--- config.mk ---
export PLATFORM = sky130hd
export DESIGN_NAME = pdr_mul
export DESIGN_NICKNAME = d
export VERILOG_FILES = /design/src/hw/rtl/pdr_pkg.sv /design/src/hw/rtl/pdr_mul.sv
export SDC_FILE = /design/constraint.sdc
export NUM_CORES = 2
export LEC_CHECK = 0
export ABC_CLOCK_PERIOD_IN_PS = 8000
export BUFFER_PORTS_ARGS = -buffer_cell sky130_fd_sc_hd__buf_2
export CORE_ASPECT_RATIO = 1.4
export CORE_MARGIN = 10
export CORE_UTILIZATION = 25
export CTS_CLUSTER_DIAMETER = 60
export DETAILED_ROUTE_END_ITERATION = 8
export PLACE_DENSITY = 0.36
export SLEW_MARGIN = 30
export SYNTH_ARGS = -nofsm -noshare
export SYNTH_HDL_FRONTEND = slang
export SYNTH_SLANG_ARGS = --single-unit
--- constraint.sdc ---
create_clock -name clk -period 8 [get_ports clk]
set_clock_uncertainty 0.05 [all_clocks]
set_input_delay 0.8 -clock clk [delete_from_list [all_inputs] [get_ports clk]]
set_output_delay 0.8 -clock clk [all_outputs]
set_load 0.1 [all_outputs]
--- src/hw/rtl/pdr_pkg.sv ---
`timescale 1ns / 1ps
// Shared constants, types and the arctangent table for the planar dead-reckoning core.
// Used by the CORDIC unit, the multiplier and the top level; depends on nothing.
package pdr_pkg;

	// Default CORDIC iteration count and the length of the arctangent table.
	localparam int CORDIC_STEPS_DEF = 16;
	localparam int ATAN_ENTRIES     = 30;

	// Fixed-point constants: CORDIC start gain in Q1.30, radians to binary angle.
	localparam logic signed [31:0] CORDIC_GAIN_Q30 = 32'sh26DD_3B6A;
	localparam logic signed [31:0] BAM_PER_RAD     = 32'sh28BE_60DC;

	// Field and state widths.
	localparam int ACC_IN_W = 16;
	localparam int VEL_W    = 32;
	localparam int POS_W    = 48;
	localparam int ANG_W    = 32;
	localparam int MUL_W    = 32;

	typedef logic signed [MUL_W-1:0]   mul_op_t;
	typedef logic signed [2*MUL_W-1:0] mul_prod_t;
	typedef logic signed [VEL_W-1:0]   vel_t;
	typedef logic signed [POS_W-1:0]   pos_t;
	typedef logic [ANG_W-1:0]          angle_t;

	// Handshake between the sequencer and the CORDIC unit.
	typedef struct packed {
		logic   start;
		angle_t angle;
	} cordic_req_t;

	// atan(2^-i) in binary-angle units, rounded to nearest.
	function automatic logic signed [31:0] atan_bam(input logic [4:0] idx);
		logic signed [31:0] v;
		unique case (idx)
			5'd0:    v = 32'sh2000_0000;
			5'd1:    v = 32'sh12E4_051E;
			5'd2:    v = 32'sh09FB_385B;
			5'd3:    v = 32'sh0511_11D4;
			5'd4:    v = 32'sh028B_0D43;
			5'd5:    v = 32'sh0145_D7E1;
			5'd6:    v = 32'sh00A2_F61E;
			5'd7:    v = 32'sh0051_7C55;
			5'd8:    v = 32'sh0028_BE53;
			5'd9:    v = 32'sh0014_5F2F;
			5'd10:   v = 32'sh000A_2F98;
			5'd11:   v = 32'sh0005_17CC;
			5'd12:   v = 32'sh0002_8BE6;
			5'd13:   v = 32'sh0001_45F3;
			5'd14:   v = 32'sh0000_A2FA;
			5'd15:   v = 32'sh0000_517D;
			5'd16:   v = 32'sh0000_28BE;
			5'd17:   v = 32'sh0000_145F;
			5'd18:   v = 32'sh0000_0A30;
			5'd19:   v = 32'sh0000_0518;
			5'd20:   v = 32'sh0000_028C;
			5'd21:   v = 32'sh0000_0146;
			5'd22:   v = 32'sh0000_00A3;
			5'd23:   v = 32'sh0000_0051;
			5'd24:   v = 32'sh0000_0029;
			5'd25:   v = 32'sh0000_0014;
			5'd26:   v = 32'sh0000_000A;
			5'd27:   v = 32'sh0000_0005;
			5'd28:   v = 32'sh0000_0003;
			5'd29:   v = 32'sh0000_0001;
			default: v = 32'sh0000_0000;
		endcase
		return v;
	endfunction

endpackage

--- src/hw/rtl/pdr_mul.sv ---
`timescale 1ns / 1ps
// Shared signed 32x32 multiplier with a registered product.
// Depends on pdr_pkg for operand and product types.
module pdr_mul (
	input  logic              clk,
	input  pdr_pkg::mul_op_t  a,
	input  pdr_pkg::mul_op_t  b,
	output pdr_pkg::mul_prod_t prod
);

	pdr_pkg::mul_prod_t prod_q;

	// One multiply per cycle, product available the cycle after issue.
	always_ff @(posedge clk) begin
		prod_q <= a * b;
	end

	assign prod = prod_q;

endmodule

== After elaboration in Yosys (flattened, before gate mapping) ==
Index checks and enable logic that the tools add are counted.

* Multiply operators: 1

{| class="wikitable"
|+ Operators with widths
! kind !! count
|-
| $mul 32x32->64 || 1
|}

* Logic and storage cells: 2
* Input bits: 65
* Register bits: 64

== Logic depth before layout (Yosys ltp) ==
* Word-level depth: 1
* Depth in mapped cells: 28
* Gate-level depth less buffers: 27

== Least setup slack after synthesis ==
OpenSTA, ideal clock, no wires.

* Path kind: input-to-reg
* Start point: in b[2]
* End point: reg prod_q[62] (netlist: prod[62])
* Arrival time: 7989 ps
* Required time: 7878 ps
* Stages on the path: 24
* Setup time: 72 ps
* Buffers on the path: 1
* Slack: -111 ps
* Cells stage by stage: clkbuf_1 -> nand2_1 -> inv_1 -> fa_1 -> fa_1 -> fa_1 -> fa_1 -> inv_1 -> fa_1 -> inv_1 -> fa_1 -> inv_1 -> fa_1 -> inv_1 -> fa_1 -> ha_1 -> and3_1 -> nand2_1 -> or3_1 -> o22a_1 -> o211ai_1 -> a31oi_1 -> o31ai_1 -> xor2_1

* Word-level cells in the longest chain between the ends: 1

{| class="wikitable"
|+ Ends and longest elaborated chain
! item !! line !! RTL
|-
| start: declaration || pdr_mul.sv:7 || <nowiki>input pdr_pkg::mul_op_t b,</nowiki>
|-
| $mul 32x32->64 || pdr_mul.sv:15 || <nowiki>prod_q <= a * b;</nowiki>
|-
| end signal: assignment || pdr_mul.sv:15 ||
|-
| end: declaration || pdr_mul.sv:11 || <nowiki>pdr_pkg::mul_prod_t prod_q;</nowiki>
|}

Every way passes these cells.

== Worst setup path in the final report ==
* Start point: in a[12]
* End point: reg prod_q[54] (netlist: prod[54])

* Word-level cells in the longest chain between the ends: 1

{| class="wikitable"
|+ Ends and longest elaborated chain
! item !! line !! RTL
|-
| start: declaration || pdr_mul.sv:6 || <nowiki>input pdr_pkg::mul_op_t a,</nowiki>
|-
| $mul 32x32->64 || pdr_mul.sv:15 ||
|}

Every way passes these cells.

==> impl_results.md <==
* Worst setup SP type: primary input
* Ys Warns at 0
* HP Class: primary input to flop
* Area of placed instances at 44,000 sq um
* CP Capture Type: flop
* Synthesized flop and latch total at 64
* Pin count of the biggest net entering global routing at 28
* GRT Max-Usage Layer: met2
* TritonCTS buffer count at 9
* Clk slew on worst S/H paths at 0.07 ns
* Worst EP arrival at 8.07 ns
* Min-delay src: b[0]
* FF/Latch Area at 1280 sq um
* Critical path type: primary input to flop
* Post-synth EDFFs at 0
* Worst Hold Depth at 3
* Worst setup path startpoint: a[12]
* Synth Flop Type: dfxtp_1
* Chip height at 477 um
* Met3 Use GR at 0.0168
* Outcome: completed
* Crit path max fanout at 13
* Pre-CTS setup slack at -1.21 ns
* Fin worst setup slack at 0.187 ns
* Vias/cell at 4.22
* Share of cells above drive strength 1 at 0.187
* Nets@finish at 5,680
* Multi-input gate area at 32,300 sq um
* Met2 Usage GRT at 0.336
* Clock Tree Root: clkbuf_16
* Die Width at 346 um
* Clock Sinks at 64
* Antenna viol nets, final at 0
* Routed len/inst at 20.6 um
* Wire length of the first global-routing pass at 197,000 um
* Synth unique cells at 63
* Area Growth Syn to Fin at 21.8%
* Final HPWL DP at 117,000 um
* Drt total wl at 130,000 um
* Routed vias at 26,580
* Critical path required time at 8.25 ns
* Port-buffer cells at 128
* Gpl congestion at 0.816
* Site Rows at 167
* Gr usage total at 0.161
* Router iterations before antenna repair at 5
* Post-Synthesis Cells at 3,884
* Drt drc at 0
* Worst Tran Pin Value at 0.686 ns
* Async S/R FF share, synth at 0
* Finished layout cell area at 45,400 sq um
* Die area at 165,000 sq um
* Core Box Area at 148,000 sq um
* Sequential area share after synthesis at 0.0344
* Setup violators final at 0
* Ports at 129
* CTS tree: built
* Slew HR at 0.542
* Cell area after synthesis at 37,200 sq um
* Longest Clk Path Bufs at 2
* Tcrit/Tclk final at 0.977
* RSZ-0062 raised after global routing: true
* Clock H-tree levels at 3
* # hold bufs at CTS at 0
* Initial antenna violation count at 8
* Slew Limit Fails at 0
* Initial Util at 0.252
* Grt ovf at 0
* Total of max-cap violations at 0
* Final Hold Viols at 0
* Hold EP: prod[0]$_DFF_P_
* Max Freq at 128 MHz
* Vias in the first global route at 31,402
* Post-Syn Nets at 5,215
* Met1 Use GR at 0.161
* Synthesized area per cell at 9.59 sq um
* FILL cells at 15,837
* Initial drt markers at 815
* Max reg flops at 64
* Fin crit period at 7.81 ns
per-stage QoR:
step                       TNS, ns  utilization  instances  hold slack (ns)
after floorplan                  0            -       3884            0.877
after global placement      -19.74        0.298       6263             1.28
after detailed placement    -19.17        0.298       6263             1.25
after CTS                 -0.00861        0.303       6293            0.745
after global routing       -0.0399        0.307       6298            0.787
final                            0        0.307       6301            0.793
how the worst max path moves through the flow:
stage                                  end  slack [ns]  cells past startpoint
final                     prod[54]$_DFF_P_        0.19                     25
after global routing      prod[63]$_DFF_P_       -0.03                     31
after CTS                 prod[62]$_DFF_P_      -0.009                     29
after detailed placement  prod[62]$_DFF_P_       -1.21                     31
after global placement    prod[62]$_DFF_P_       -1.23                     31
after floorplan           prod[62]$_DFF_P_       0.003                     24
cells by family (layout without fill, tap and decap cells):
| family | count (synthesis) | in the layout | synth area share |
|---|---|---|---|
| flip-flops | 64 | 64 | 0.0344 |
| buffers and inverters | 1152 | 1622 | 0.116 |
| adder cells (fa/ha/maj) | 1266 | 1266 | 0.643 |
| AO/OA/AOI/OAI | 193 | 193 | 0.0346 |
| AND/OR/NAND/NOR | 1134 | 1134 | 0.154 |
| other | 0 | 4 | 0 |
| XOR/XNOR | 75 | 75 | 0.0176 |
routing by layer:
layer,vias up,wire length [um]
met5,-,55
met4,8,3970
met3,127,2320
met2,294,78700
met1,14180,44600
li1,11971,-
synthesized netlist by cell type, drive strengths merged (4+ instances only):
cell | instances | share of area
o21a | 4 | 0.00081
fa | 1082 | 0.58
a21oi | 68 | 0.0091
nand2b | 9 | 0.0015
ha | 184 | 0.062
or3 | 5 | 0.00087
a31oi | 13 | 0.0026
buf | 5 | 0.00060
nand3 | 15 | 0.0020
and4 | 4 | 0.0010
a21o | 25 | 0.0051
dfxtp | 64 | 0.034
nand2 | 511 | 0.052
o21bai | 15 | 0.0030
xnor2 | 53 | 0.012
a211oi | 8 | 0.0024
nand4 | 7 | 0.0012
and2 | 516 | 0.087
nor3 | 7 | 0.0011
o21ai | 31 | 0.0044
xor2 | 22 | 0.0052
clkbuf | 195 | 0.020
o31ai | 7 | 0.0018
and3 | 9 | 0.0017
nor2 | 42 | 0.0042
inv | 952 | 0.096
critical path: stages:
cell,delay [ns]
buf_4,0.18
buf_12,0.16
buf_6,0.15
and2_1,0.16
fa_1,0.53
inv_1,0.05
fa_1,0.47
inv_1,0.05
fa_1,0.48
fa_1,0.57
fa_2,0.63
fa_1,0.44
fa_1,0.55
fa_1,0.43
ha_1,0.33
buf_4,0.16
nand4_1,0.18
o21bai_4,0.25
nor3_4,0.22
a21oi_4,0.09
o211ai_1,0.27
buf_4,0.22
a31oi_4,0.13
buf_4,0.16
xnor2_1,0.37
layout by cell type (no fill, tap or decap), drive strengths merged, types with 8 or more instances in the layout:
master | synthesis | routed
o21ai | 31 | 31
nand3 | 15 | 15
nor2 | 42 | 42
ha | 184 | 184
fa | 1082 | 1082
xor2 | 22 | 22
and3 | 9 | 9
nand2 | 511 | 511
a211oi | 8 | 8
buf | 5 | 646
xnor2 | 53 | 53
a21oi | 68 | 68
o21bai | 15 | 15
dfxtp | 64 | 64
and2 | 516 | 516
a31oi | 13 | 13
a21o | 25 | 25
clkbuf | 195 | 18
inv | 952 | 953
nand2b | 9 | 9
area by class of cell:
type,count,area share
repair buffers,654,0.121
flip-flops and latches,64,0.0282
multi-input cells,2668,0.712
clock buffers,10,0.00505
clock inverters,6,0.00149
inverters,952,0.0788
well taps,1943,0.0536
diodes,4,0.000221
timing repair:
action                     CTS  global route
hold endpoints to repair     0             0
cloned                       0             1
gates resized for setup    121           104
setup endpoints to repair   22            16
pin swaps                   53            58
setup buffers               18             7
Power is not shown: default switching activity piles up to over one toggle a cycle in this logic, so the estimate is an artifact.
