[src/hw/rtl/pdr_pkg.sv]
`timescale 1ns / 1ps
// Shared constants, types and the arctangent table for the planar dead-reckoning core.
// Used by the CORDIC unit, the multiplier and the top level; depends on nothing.
package pdr_pkg;

	// Default CORDIC iteration count and the length of the arctangent table.
	localparam int CORDIC_STEPS_DEF = 16;
	localparam int ATAN_ENTRIES     = 30;

	// Fixed-point constants: CORDIC start gain in Q1.30, radians to binary angle.
	localparam logic signed [31:0] CORDIC_GAIN_Q30 = 32'sh26DD_3B6A;
	localparam logic signed [31:0] BAM_PER_RAD     = 32'sh28BE_60DC;

	// Field and state widths.
	localparam int ACC_IN_W = 16;
	localparam int VEL_W    = 32;
	localparam int POS_W    = 48;
	localparam int ANG_W    = 32;
	localparam int MUL_W    = 32;

	typedef logic signed [MUL_W-1:0]   mul_op_t;
	typedef logic signed [2*MUL_W-1:0] mul_prod_t;
	typedef logic signed [VEL_W-1:0]   vel_t;
	typedef logic signed [POS_W-1:0]   pos_t;
	typedef logic [ANG_W-1:0]          angle_t;

	// Handshake between the sequencer and the CORDIC unit.
	typedef struct packed {
		logic   start;
		angle_t angle;
	} cordic_req_t;

	// atan(2^-i) in binary-angle units, rounded to nearest.
	function automatic logic signed [31:0] atan_bam(input logic [4:0] idx);
		logic signed [31:0] v;
		unique case (idx)
			5'd0:    v = 32'sh2000_0000;
			5'd1:    v = 32'sh12E4_051E;
			5'd2:    v = 32'sh09FB_385B;
			5'd3:    v = 32'sh0511_11D4;
			5'd4:    v = 32'sh028B_0D43;
			5'd5:    v = 32'sh0145_D7E1;
			5'd6:    v = 32'sh00A2_F61E;
			5'd7:    v = 32'sh0051_7C55;
			5'd8:    v = 32'sh0028_BE53;
			5'd9:    v = 32'sh0014_5F2F;
			5'd10:   v = 32'sh000A_2F98;
			5'd11:   v = 32'sh0005_17CC;
			5'd12:   v = 32'sh0002_8BE6;
			5'd13:   v = 32'sh0001_45F3;
			5'd14:   v = 32'sh0000_A2FA;
			5'd15:   v = 32'sh0000_517D;
			5'd16:   v = 32'sh0000_28BE;
			5'd17:   v = 32'sh0000_145F;
			5'd18:   v = 32'sh0000_0A30;
			5'd19:   v = 32'sh0000_0518;
			5'd20:   v = 32'sh0000_028C;
			5'd21:   v = 32'sh0000_0146;
			5'd22:   v = 32'sh0000_00A3;
			5'd23:   v = 32'sh0000_0051;
			5'd24:   v = 32'sh0000_0029;
			5'd25:   v = 32'sh0000_0014;
			5'd26:   v = 32'sh0000_000A;
			5'd27:   v = 32'sh0000_0005;
			5'd28:   v = 32'sh0000_0003;
			5'd29:   v = 32'sh0000_0001;
			default: v = 32'sh0000_0000;
		endcase
		return v;
	endfunction

endpackage

[src/hw/rtl/pdr_cordic.sv]
`timescale 1ns / 1ps
// Iterative rotation-mode CORDIC: one shift-add micro-rotation per cycle, giving
// Q1.30 cosine and sine of a binary angle. Depends on pdr_pkg for the gain and atan table.
module pdr_cordic #(
	parameter int STEPS = pdr_pkg::CORDIC_STEPS_DEF
) (
	input  logic                clk,
	input  logic                arst_n,
	input  pdr_pkg::cordic_req_t req,
	output logic                done,
	output logic signed [31:0]  cos_val,
	output logic signed [31:0]  sin_val
);

	// Iterations beyond the table length act as the table length.
	localparam int N  = (STEPS > pdr_pkg::ATAN_ENTRIES) ? pdr_pkg::ATAN_ENTRIES : STEPS;
	localparam int CW = (N > 1) ? $clog2(N) : 1;

	logic              busy_q;
	logic              done_q;
	logic [CW-1:0]     cnt_q;
	logic signed [31:0] x_q, y_q, z_q;
	logic              flip_q;

	// Second and third quadrant headings are turned by half a turn first.
	logic               flip_in;
	logic [31:0]        ang_rot;
	logic signed [31:0] dx, dy, da;

	assign flip_in = req.angle[31] ^ req.angle[30];
	assign ang_rot = flip_in ? (req.angle ^ 32'h8000_0000) : req.angle;
	assign dx      = y_q >>> cnt_q;
	assign dy      = x_q >>> cnt_q;
	assign da      = pdr_pkg::atan_bam(5'(cnt_q));

	// Iteration control.
	always_ff @(posedge clk or negedge arst_n) begin
		if (!arst_n) begin
			busy_q <= 1'b0;
			done_q <= 1'b0;
			cnt_q  <= '0;
		end else begin
			done_q <= 1'b0;
			if (req.start) begin
				busy_q <= 1'b1;
				cnt_q  <= '0;
			end else if (busy_q) begin
				if (cnt_q == CW'(N - 1)) begin
					busy_q <= 1'b0;
					done_q <= 1'b1;
				end else begin
					cnt_q <= cnt_q + 1'b1;
				end
			end
		end
	end

	// Rotation datapath: rotate toward zero residual angle.
	always_ff @(posedge clk) begin
		if (req.start) begin
			x_q    <= pdr_pkg::CORDIC_GAIN_Q30;
			y_q    <= '0;
			z_q    <= $signed(ang_rot);
			flip_q <= flip_in;
		end else if (busy_q) begin
			if (!z_q[31]) begin
				x_q <= x_q - dx;
				y_q <= y_q + dy;
				z_q <= z_q - da;
			end else begin
				x_q <= x_q + dx;
				y_q <= y_q - dy;
				z_q <= z_q + da;
			end
		end
	end

	// Undo the half-turn by negating both outputs.
	assign cos_val = flip_q ? -x_q : x_q;
	assign sin_val = flip_q ? -y_q : y_q;
	assign done    = done_q;

endmodule

[config.mk]
export PLATFORM = sky130hd
export DESIGN_NAME = pdr_cordic
export DESIGN_NICKNAME = d
export VERILOG_FILES = /design/src/hw/rtl/pdr_pkg.sv /design/src/hw/rtl/pdr_cordic.sv
export SDC_FILE = /design/constraint.sdc
export NUM_CORES = 1
export LEC_CHECK = 0
export ABC_AREA = 1
export BUFFER_PORTS_ARGS = -buffer_cell sky130_fd_sc_hd__buf_4
export CAP_MARGIN = 5
export CORE_AREA = 4 4 219 221
export DETAILED_ROUTE_END_ITERATION = 12
export DIE_AREA = 0 0 223 225
export GPL_TIMING_DRIVEN = 0
export PLACE_DENSITY = 0.62
export SYNTH_ARGS = -nofsm -noshare
export SYNTH_HDL_FRONTEND = slang
export SYNTH_SLANG_ARGS = --single-unit
[constraint.sdc]
create_clock -name clk -period 4.8 [get_ports clk]
set_clock_uncertainty 0.15 [all_clocks]
set_input_delay 0.24 -clock clk [delete_from_list [all_inputs] [get_ports clk]]
set_output_delay 0.24 -clock clk [all_outputs]
set_load 0.005 [all_outputs]
=== After elaboration in Yosys (flattened, before gate mapping) ===
Memory sizes are Yosys's and may differ from the RTL's.
Index checks and enable logic that the tools add are counted.

* Add/sub/neg operators: 9
* Equality and inequality tests: 2
* Shifts and indexed selects: 2
* Mux-type cells: 17
* Bitwise logic cells: 2
* Reduce and logical (&&, ||, !) cells: 2

{| class="wikitable"
|+ Operators by type and width
! kind !! number
|-
| 32-bit two-way mux || 8
|-
| 32-bit adder || 3
|-
| 32-bit subtractor || 3
|-
| 32-bit negator || 2
|-
| 32-bit by 4-bit >>> shifter with 32-bit output || 2
|-
| 4-bit two-way mux || 3
|-
| 1-bit two-way mux || 6
|-
| 4-bit by 1-bit adder with 4-bit output, second input constant || 1
|-
| 4-bit == test, second input constant || 1
|-
| 2-bit != test, second input constant || 1
|-
| 2-bit AND reduction || 1
|-
| 2-bit nonzero test || 1
|-
| 1-bit inverter || 1
|-
| 1-bit bitwise XOR || 1
|}

* Register bits after elaboration: 103
* Bits in read-only memories: 480
* Output and inout port bits: 65
* Word-level logic and storage cells: 42
* Memories kept: 1

{| class="wikitable"
|+ Memory list
! memory !! words !! bits a word !! rd ports !! clocked after memory_dff !! write ports !! line !! RTL
|-
| (no name shown) || 16 || 30 || 1 || 0 || 0 || pdr_pkg.sv:36 || <nowiki>unique case (idx)</nowiki>
|}

=== Longest topological paths before layout ===
Gate-level depths: netlist of run 1.
An unclocked memory read counts as a cell.

* Word-level depth: 5
* Gate-level depth with buffers: 34
* Gate-level depth less buffers: 32

=== Worst setup path before layout of run 1 ===
OpenSTA, ideal clock, no wires.

* Path kind: register to register
* Start point: register cnt_q[1]
* End point: register z_q[25], data pin
* Library setup time: 0.254 ns
* Arrival time: 4.280 ns
* Required time: 4.396 ns
* Slack: 0.116 ns
* Cell stages (with the launch flop): 32
* Buffers on the path: 2
* Clock period less this slack: 4.684 ns
* Cells stage by stage: dfrtp_1 -> inv_2 -> buf_4 -> buf_4 -> ha_1 -> inv_1 -> nor2_1 -> o21ai_1 -> o21ai_0 -> a21oi_2 -> ha_1 -> nand2_1 -> nor4_1 -> nand2_1 -> nor2_1 -> nand3_1 -> nand2_2 -> xor2_1 -> ha_1 -> a21oi_1 -> inv_1 -> a31oi_1 -> nand2_1 -> a21boi_0 -> inv_1 -> a21boi_0 -> inv_1 -> nand2_1 -> nand2_1 -> or2_2 -> nand3_1 -> nand2_1

* Word-level cells in the longest chain between the ends: 5
* Elaborated cells on any way between the ends: 6

{| class="wikitable"
|+ RTL lines
! what !! line !! RTL
|-
| start, declared || pdr_cordic.sv:21 || <nowiki>logic [CW-1:0] cnt_q;</nowiki>
|-
| start signal, assigned || pdr_cordic.sv:52 || <nowiki>cnt_q <= cnt_q + 1'b1;</nowiki>
|-
| memory read 16 x 30 bit (*) || - ||
|-
| 32-bit subtractor or 32-bit adder (tied branches) || pdr_cordic.sv:69, pdr_cordic.sv:73 ||
|-
| 32-bit two-way mux (*) || pdr_cordic.sv:66 || <nowiki>if (!z_q[31]) begin</nowiki>
|-
| 32-bit two-way mux (*) || pdr_cordic.sv:65 || <nowiki>end else if (busy_q) begin</nowiki>
|-
| 32-bit two-way mux (*) || pdr_cordic.sv:60 || <nowiki>if (req.start) begin</nowiki>
|-
| end signal, assigned || pdr_cordic.sv:63 || <nowiki>z_q <= $signed(ang_rot);</nowiki>
|-
| end signal, assigned || pdr_cordic.sv:69 || <nowiki>z_q <= z_q - da;</nowiki>
|-
| end signal, assigned || pdr_cordic.sv:73 || <nowiki>z_q <= z_q + da;</nowiki>
|-
| end, declared || pdr_cordic.sv:22 || <nowiki>logic signed [31:0] x_q, y_q, z_q;</nowiki>
|}

Mark *: on every way between the ends. The rest lies on a longest branch, timed or not. The select of a mux whose other input is x is not followed.
A chain may end at the register's enable or synchronous reset.

=== Worst setup path after layout of run 1 ===
* Start point: register cnt_q[1]
* End point: register z_q[21], data pin

Same word-level chain as after synthesis.

==> results of run 1 <==
-- worst paths after layout --
path	endpoint	slack (ns)
worst max-delay path	z_q[21]$_DFFE_PP_	0.12
worst min-delay path	z_q[29]$_DFFE_PP_	0.0007
worst max register to register	z_q[21]$_DFFE_PP_	0.12
worst min register to register	x_q[0]$_SDFFE_PP0P_	0.43
max in group asynchronous	cnt_q[0]$_DFFE_PN0P_	4.35
min in group asynchronous	busy_q$_DFF_PN0_	0.03
-- area by class of cell --
class / count / area (um^2) / share of cell area (%)
sequential: 103 / 2420 / 12.2
timing repair buffer: 200 / 1620 / 8.11
multi-input combinational: 2200 / 13000 / 65.4
buffer: 103 / 641 / 3.21
clock buffer: 11 / 243 / 1.22
clock inverter: 5 / 38.8 / 0.194
tap: 607 / 759 / 3.81
inverter: 313 / 1180 / 5.91
-- placed cells by master, fill, tap and decap left out, drive strengths merged, types with 113 or more instances in the layout --
master	count
a21oi	181
buf	219
nor2	266
o21ai	193
inv	315
nand3	343
xor2	124
nand2	717
ha	113
-- worst min-delay path, cell delays in order --
cell	delay [ns]
buf_4	0.09
nor2_1	0.04
nor2_1	0.08
-- metrics by stage --
| stage | hold slack (ns) | TNS (ns) |
|---|---|---|
| finish | 0.000748 | 0 |
| global route | 0.0225 | -0.544 |
| CTS | 0.00381 | -0.0670 |
| detailed placement | -0.0925 | -83.66 |
| global placement | -0.0938 | -87.73 |
| floorplan | -0.206 | 0 |
-- repair_timing --
item                                   CTS  global route
hold buffers                            31             0
setup endpoints to repair               84            45
endpoints found under the hold margin   35             0
buffers inserted                        36            33
pin swaps                               28            82
gates resized for setup                126           258
-- cell families (layout without fill, tap and decap cells) --
group | Yosys count | after routing
compound gates | 482 | 482
buf+inv | 419 | 632
simple gates | 1430 | 1430
flops | 103 | 103
fa+ha+maj | 116 | 116
xor+xnor | 172 | 172
-- registers in the layout, summed over array words and instances (netlist names) --
name and flops:
y_q 32, flip_q 1, x_q 32, z_q 32
busy_q 1, cnt_q 4, done 1
-- metal layers --
layer / global-route usage (%) / up-vias / wire length (um)
li1: - / 9432 / -
met1: 36.1 / 9139 / 30500
met2: 46.9 / 892 / 33900
met3: 5.28 / 222 / 6270
met4: 14.9 / 0 / 4650
met5: 0 / - / 0
==> summary.md, run 1 <==
| Metric | Value |
|---|---|
| Site row count | `79` |
| Top cell types by occurrence after synthesis | `712 x nand2_1, 341 x nand3_1, 294 x inv_1` |
| Aggregate global-route resource usage | `28.6%` |
| EDFF count, synth | `33` |
| Cell with the largest stage delay on the worst path | `dfrtp_2` |
| Max Root-Sink Buffers | `2` |
| Clock tree sinks | `103` |
| Cell class contributing the biggest share of worst-path delay | `simple AND/OR/NAND/NOR gates` |
| Average cell area after synthesis | `5.86 um^2` |
| Total inserted antenna cells | `0` |
| Ranking of synthesized cells by area | `nand2_1 17%, nand3_1 11%, ha_1 8.9%, dfxtp_1 8.0%, inv_1 6.9%` |
| Share of synthesized flip-flops with an asynchronous set or reset | `5.83%` |
| DRC marker count from the first detailed-route iteration | `1962` |
| Post-route DRC | `0` |
| Path class of the lowest-slack min-delay path | `input pin to register` |
| Synthesis-to-finish area growth | `25.1%` |
| Clock-pin slew of the registers on the worst-case setup and hold paths | `0.09 ns` |
| Net Count, Synth | `2873` |
| WP depth | `29` |
| Critical path startpoint | `cnt_q[1]$_DFFE_PN0P_` |
| TritonCTS clock tree | `done` |
| Via count of the first global-routing pass | `18.7k` |
| Overall routed net length | `75400 um` |
| Share of synthesized cell area in full adder, half adder and majority cells | `9.24%` |
| Estimated wirelength of the detail-placed design | `58000 um` |
| FILL cells | `5025` |
| Final Instance Area | `0.0200 mm^2` |
| Endpoint class of the critical path | `register` |
| Die extent in y | `225 um` |
| Post-Syn Instances | `2722` |
| RSZ-0062 raised after global routing | `true` |
| Final worst-path cycle share | `97.6%` |
| Synthesis-stage register bit count | `103` |
| Detail-routed via count per cell | `5.56` |
| Critical Path Start Type | `register` |
| # port buffers | `99` |
| Kind of critical path | `register to register` |
| Launch point of the worst reg-to-reg path | `cnt_q[1]$_DFFE_PN0P_` |
| Number of buffers inserted during clock tree synthesis | `9` |
| Minimum setup slack after placement | `-2.21 ns` |
| Worst-skew pair later-pin latency | `0.42 ns` |
| Post-synthesis simple-gate area fraction | `38.4%` |
| I/O Pins | `100` |
| Mux contribution to synthesized area | `0%` |
| Length in cells of the worst reg-to-reg path | `29` |
| Library cell occupying the most area in the post-synthesis netlist | `nand2_1` |
| Hold Startpoint | `req[29]` |
| Core region area | `0.0462 mm^2` |
| Count of maximum capacitance violations | `0` |
| Via count | `19.7k` |
| XOR/XNOR Fraction of Synth Area | `9.45%` |
| Post-DRT Antenna Nets | `0` |
| Crit path largest cell delay | `0.43 ns` |
| FMAX | `213 MHz` |
| Final-report hold violation count | `0` |
| Final min period | `4.68 ns` |
| Complex-gate fraction of the synthesized area | `17.0%` |
| Part of the Yosys area used for sequential elements | `15.2%` |
| Hold Path Cell Cnt | `3` |
| Share of the synthesized area in the top cell type | `16.8%` |
| Buffer type at the clock tree root | `clkbuf_16` |
| Slew margin rel. | `18.4%` |
| First-pass GRT wire length | `111000 um` |
| Worst-case setup margin in the final layout | `0.116 ns` |
| Final-report setup violation count | `0` |
| Top-count cell post-synth | `nand2_1` |
| Transition at the pin with the smallest max-transition slack | `1.22 ns` |
| Run status | `finished, final reports clean` |
| Number of placed instances, taps included | `3429` |
| Core utilization of the finished layout | `43.2%` |
| Cell variety after synth | `57` |
| Count of nets after finishing | `3081` |
| Pin count of the biggest net entering global routing | `33` |
| Die X-Extent | `223 um` |
| Combined buffer and inverter count along the critical path | `8` |
| Total congestion overflow after global routing | `0` |
| Total die area | `0.0502 mm^2` |
| Instance area at placement | `0.0175 mm^2` |
| Synth Flop Type | `dfxtp_1` |
| Final count of pins violating max slew | `0` |
| Effective utilization at floorplan | `34.6%` |
| Synth Warn # | `0` |
| Detail-routed net length per standard cell | `21.3 um` |
| Summed instance area of the synthesized netlist | `0.0159 mm^2` |
| Share of final-layout standard cells stronger than drive strength 1 | `18.6%` |
| Number of H-tree levels | `3` |
| Number of optimization iterations in the first detailed-route pass | `6` |
| Worst path arrival time | `4.71 ns` |
| Biggest fanout along the worst timing path | `6` |
| Post-layout instance count excluding filler cells | `3542` |
| Main combinational cell family by area after synthesis | `simple AND/OR/NAND/NOR gates` |
| Number of antenna violations at the first check in global routing | `0` |
| Final weighted congestion in routability-driven placement | `1.04` |
| Required time worst endpoint | `4.82 ns` |
Power of run 1 is not shown: default switching activity piles up to over one toggle a cycle in this logic, so the estimate is an artifact.
==> run 2, diff against run 1 <==
ABC_AREA = default   (was 1)
CORE_AREA = 4 4 218 220   (was 4 4 219 221)
DIE_AREA = 0 0 222 224   (was 0 0 223 225)
==> run 2 against run 1 <==
The run now ends with negative setup slack left. Die area down 0.89%. Sequential share of layout area decreased by 1.6 points. Hold slack better by 0.032 ns. Area after synthesis is 1.0% lower. Critical path depth increased by 1. Via count decreased by 6.0%. Register-to-register slack worse by 0.79 ns. Critical path type unchanged.
==> summary.md, run 2 <==
| Metric | Value |
|---|---|
| Run status | `finished, violations left` |
| Failing checks | `negative setup slack` |
| Cell variety after synth | `90 (+58%)` |
| Detail-routed net length per standard cell | `25.3 um (+19%)` |
| Share of final-layout standard cells stronger than drive strength 1 | `35.7% (+17 points)` |
| Largest regs | `x_q (32), y_q (32), z_q (32)` |
| Post-Syn Instances | `2037 (-25%)` |
| Final min period | `5.48 ns (+0.792 ns)` |
| Synthesis-to-finish area growth | `45.1%` |
| Final weighted congestion in routability-driven placement | `1.02 (-1.9%)` |
| I/O Pins | `100 (unchanged)` |
| Number of optimization iterations in the first detailed-route pass | `5 (-1)` |
| Aggregate global-route resource usage | `28.6% (about the same)` |
| EDFF count, synth | `33 (unchanged)` |
| Overall routed net length | `76600 um (+1.7%)` |
| Complex-gate fraction of the synthesized area | `24.2% (+7.2 points)` |
| Kind of critical path | `register to register` |
| XOR/XNOR Fraction of Synth Area | `12.4% (+3.0 points)` |
| Share of synthesized flip-flops with an asynchronous set or reset | `5.83% (unchanged)` |
| Worst-skew pair later-pin latency | `0.40 ns (-0.02 ns)` |
| Total power | `21400 uW` |
| Required time worst endpoint | `4.97 ns (+0.15 ns)` |
| Library cell occupying the most area in the post-synthesis netlist | `ha_1` |
| Part of the Yosys area used for sequential elements | `15.3% (+0.16 points)` |
| Estimated wirelength of the detail-placed design | `53700 um (-7.3%)` |
| FMAX | `183 MHz (-14%)` |
| Switching Share | `50.1%` |
| Main combinational cell family by area after synthesis | `compound AO/OA/AOI/OAI gates` |
| Biggest fanout along the worst timing path | `5 (-1)` |
| Number of buffers inserted during clock tree synthesis | `9 (unchanged)` |
| Detail-routed via count per cell | `6.10 (+9.8%)` |
| Share of synthesized cell area in full adder, half adder and majority cells | `9.34% (+0.097 points)` |
| Critical path startpoint | `cnt_q[2]$_DFFE_PN0P_` |
| Clock-pin slew of the registers on the worst-case setup and hold paths | `0.07 ns (-0.02 ns)` |
| Final-report hold violation count | `0 (unchanged)` |
| Worst voltage drop across the vdd grid | `0.488 mV` |
| Sequential Area | `0.00242 mm^2 (unchanged)` |
| Via count of the first global-routing pass | `17.7k (-5.2%)` |
| Clock tree sinks | `103 (unchanged)` |
| Worst-case setup margin in the final layout | `-0.676 ns (-0.792 ns)` |
| Core region area | `0.0453 mm^2 (-1.9%)` |
| Post-synthesis simple-gate area fraction | `18.5% (-20 points)` |
| Share of the synthesized area in the top cell type | `8.96% (-7.8 points)` |
| Number of H-tree levels | `3 (unchanged)` |
| Total die area | `0.0497 mm^2 (-0.89%)` |
| Synth Flop Type | `dfxtp_1` |
| Die extent in y | `224 um (-0.44%)` |
| Slew margin rel. | `13.0% (-5.4 points)` |
| Die X-Extent | `222 um (-0.45%)` |
| First-pass GRT wire length | `109000 um (-1.1%)` |
| Count of maximum capacitance violations | `0 (unchanged)` |
| Critical Path Start Type | `register` |
| Critical Path Sink | `x_q[31]$_SDFFE_PP0P_` |
| # port buffers | `99 (unchanged)` |
| Worst path arrival time | `5.65 ns (+0.94 ns)` |
| Count of nets after finishing | `2576 (-16%)` |
| Top-count cell post-synth | `nand2_1` |
| Setup slack on the worst flop-to-flop path | `-0.68 ns (-0.79 ns)` |
| Transition at the pin with the smallest max-transition slack | `1.30 ns (+0.0808 ns)` |
| Destination of the worst register-to-register timing path | `x_q[31]$_SDFFE_PP0P_` |
| Most common cell after layout, fill and taps aside | `buf_4` |
| Leakage power summed over all cells | `0.00925 uW` |
| Number of antenna violations at the first check in global routing | `2 (+2)` |
| Ranking of synthesized cells by area | `ha_1 9.0%, xnor2_1 8.9%, dfxtp_1 8.1%, mux4_2 7.1%, edfxtp_1 6.3%` |
| Cell with the largest stage delay on the worst path | `dfrtp_1` |
| Path class of the lowest-slack min-delay path | `input pin to register` |
| Most prevalent standard cell on the critical path | `buf_12` |
| Synthesis-stage register bit count | `103 (unchanged)` |
| Post-route DRC | `0 (unchanged)` |
| Final-report setup violation count | `48 (+48)` |
| RSZ-0062 raised after global routing | `true` |
| Length in cells of the worst reg-to-reg path | `30 (+3.4%)` |
| Pin count of the biggest net entering global routing | `22 (-33%)` |
| Power per Cell Area | `936 mW/mm^2` |
| Power share of the combinational group | `87.8%` |
| Top cell types by occurrence after synthesis | `227 x nand2_1, 182 x nor2_1, 172 x a21oi_1` |
| Mux contribution to synthesized area | `14.7% (+15 points)` |
| Via count | `18.5k (-6.0%)` |
| Design internal power | `10700 uW` |
| TritonCTS clock tree | `done` |
| Effective utilization at floorplan | `34.9% (+0.30 points)` |
| Clock network fraction of design power | `3.8%` |
| Final worst-path cycle share | `114% (+16 points)` |
| Final count of pins violating max slew | `0 (unchanged)` |
| Endpoint class of the critical path | `register` |
| Summed instance area of the synthesized netlist | `0.0158 mm^2 (-1.0%)` |
| DRC marker count from the first detailed-route iteration | `1964 (+0.10%)` |
| Synth Warn # | `0 (unchanged)` |
| Hold Startpoint | `req[28]` |
| Max Root-Sink Buffers | `2 (unchanged)` |
| Area of the multi-input gates | `0.0147 mm^2 (+12%)` |
| Post-DRT Antenna Nets | `0 (unchanged)` |
| Average cell area after synthesis | `7.75 um^2 (+32%)` |
| P_sw | `10700 uW` |
| Sequential fraction of design power | `8.5%` |
| Minimum setup slack after placement | `-1.83 ns (+0.389 ns)` |
| Launch point of the worst reg-to-reg path | `cnt_q[2]$_DFFE_PN0P_` |
| Leading cell types in the layout, fill and taps excluded | `301 x buf_4, 202 x nand2_1, 156 x nor2_1` |
| Net Count, Synth | `2188 (-24%)` |
| Crit path largest cell delay | `0.40 ns (-0.03 ns)` |
| FILL cells | `4207 (-16%)` |
| Total congestion overflow after global routing | `0 (unchanged)` |
| Buffer type at the clock tree root | `clkbuf_16` |
| Hold Path Cell Cnt | `3 (unchanged)` |
| Site row count | `78 (-1.3%)` |
-- run 2: cell types whose count changed after synthesis, sizes merged, moves of 73 or more --
| cell | previous run | this run |
|---|---|---|
| mux2i | 0 | 73 |
| inv | 312 | 50 |
| xnor2 | 48 | 161 |
| nor2 | 266 | 183 |
| nand2 | 717 | 227 |
| nand3 | 343 | 44 |
-- run 2: area by class of cell --
type                       count  share of cell area, %
antenna                        1                 0.0109
clock inverter                 4                  0.197
multi-input combinational   1728                   64.0
tap                          600                   3.28
timing repair buffer         381                   14.5
buffer                       151                   5.31
inverter                      51                  0.994
clock buffer                  12                   1.10
sequential                   103                   10.6
-- run 2: worst min-delay path by stage --
stage                        end  slack, ns
2_1_floorplan   busy_q$_DFF_PN0_      -0.21
3_5_place_dp      done$_DFF_PN0_      -0.08
4_1_cts        z_q[28]$_DFFE_PP_      0.005
5_1_grt           done$_DFF_PN0_       0.04
6_report       z_q[28]$_DFFE_PP_       0.03
3_3_place_gp      done$_DFF_PN0_      -0.08
-- run 2: layer usage --
metal  routed length (um)  track usage [%]
met1                29700             34.9
met2                35400             47.5
met3                 6370             6.00
met4                 4980             15.6
met5                  136                0
-- run 2: cell families after synthesis --
| logic type | count (synthesis) |
|---|---|
| XOR/XNOR | 224 |
| AND/OR/NAND/NOR | 633 |
| adder cells (fa/ha/maj) | 116 |
| multiplexers | 156 |
| buffers and inverters | 206 |
| AO/OA/AOI/OAI | 599 |
| flip-flops | 103 |
-- run 2: worst max-delay path: cells and delay by family (launching register included) --
kind	cells	cell delay, ns
AOI/OAI and AO/OA	10	1.59
xor gates and xnor gates	2	0.31
and+or+nand+nor	5	1.06
buffers and inverters	11	1.36
adders and majority gates	2	0.51
DFF	1	0.40
-- run 2: power by group through the flow --
stage,Combinational [uW],Clock [uW],Sequential [uW]
global placement,13100,0,1760
floorplan,10100,0,1620
global route,20200,855,1850
CTS,16000,830,1770
finish,18800,806,1820
detailed placement,13300,0,1780
-- run 2: through the flow --
step	util, %	area [um^2]	std cells	hold WS (ns)	setup TNS, ns
4_1_cts	46.8	21200	2954	0.00506	-9.66
5_1_grt	50.6	22900	3030	0.0364	-24.75
3_3_place_gp	38.7	17500	2736	-0.0808	-73.38
3_5_place_dp	38.7	17500	2737	-0.0793	-73.29
6_report	50.6	22900	3031	0.0332	-15.39
2_1_floorplan	-	16000	2037	-0.206	-1.01
-- run 2: timing repair --
action | in CTS | in global routing
endpoints found under the hold margin | 36 | 0
hold buffers | 32 | 0
setup endpoints to repair | 80 | 63
cloned | 6 | 2
pin swaps | 160 | 195
resized for setup | 397 | 240
setup buffers | 167 | 80
(Power assumes the default switching activity.)
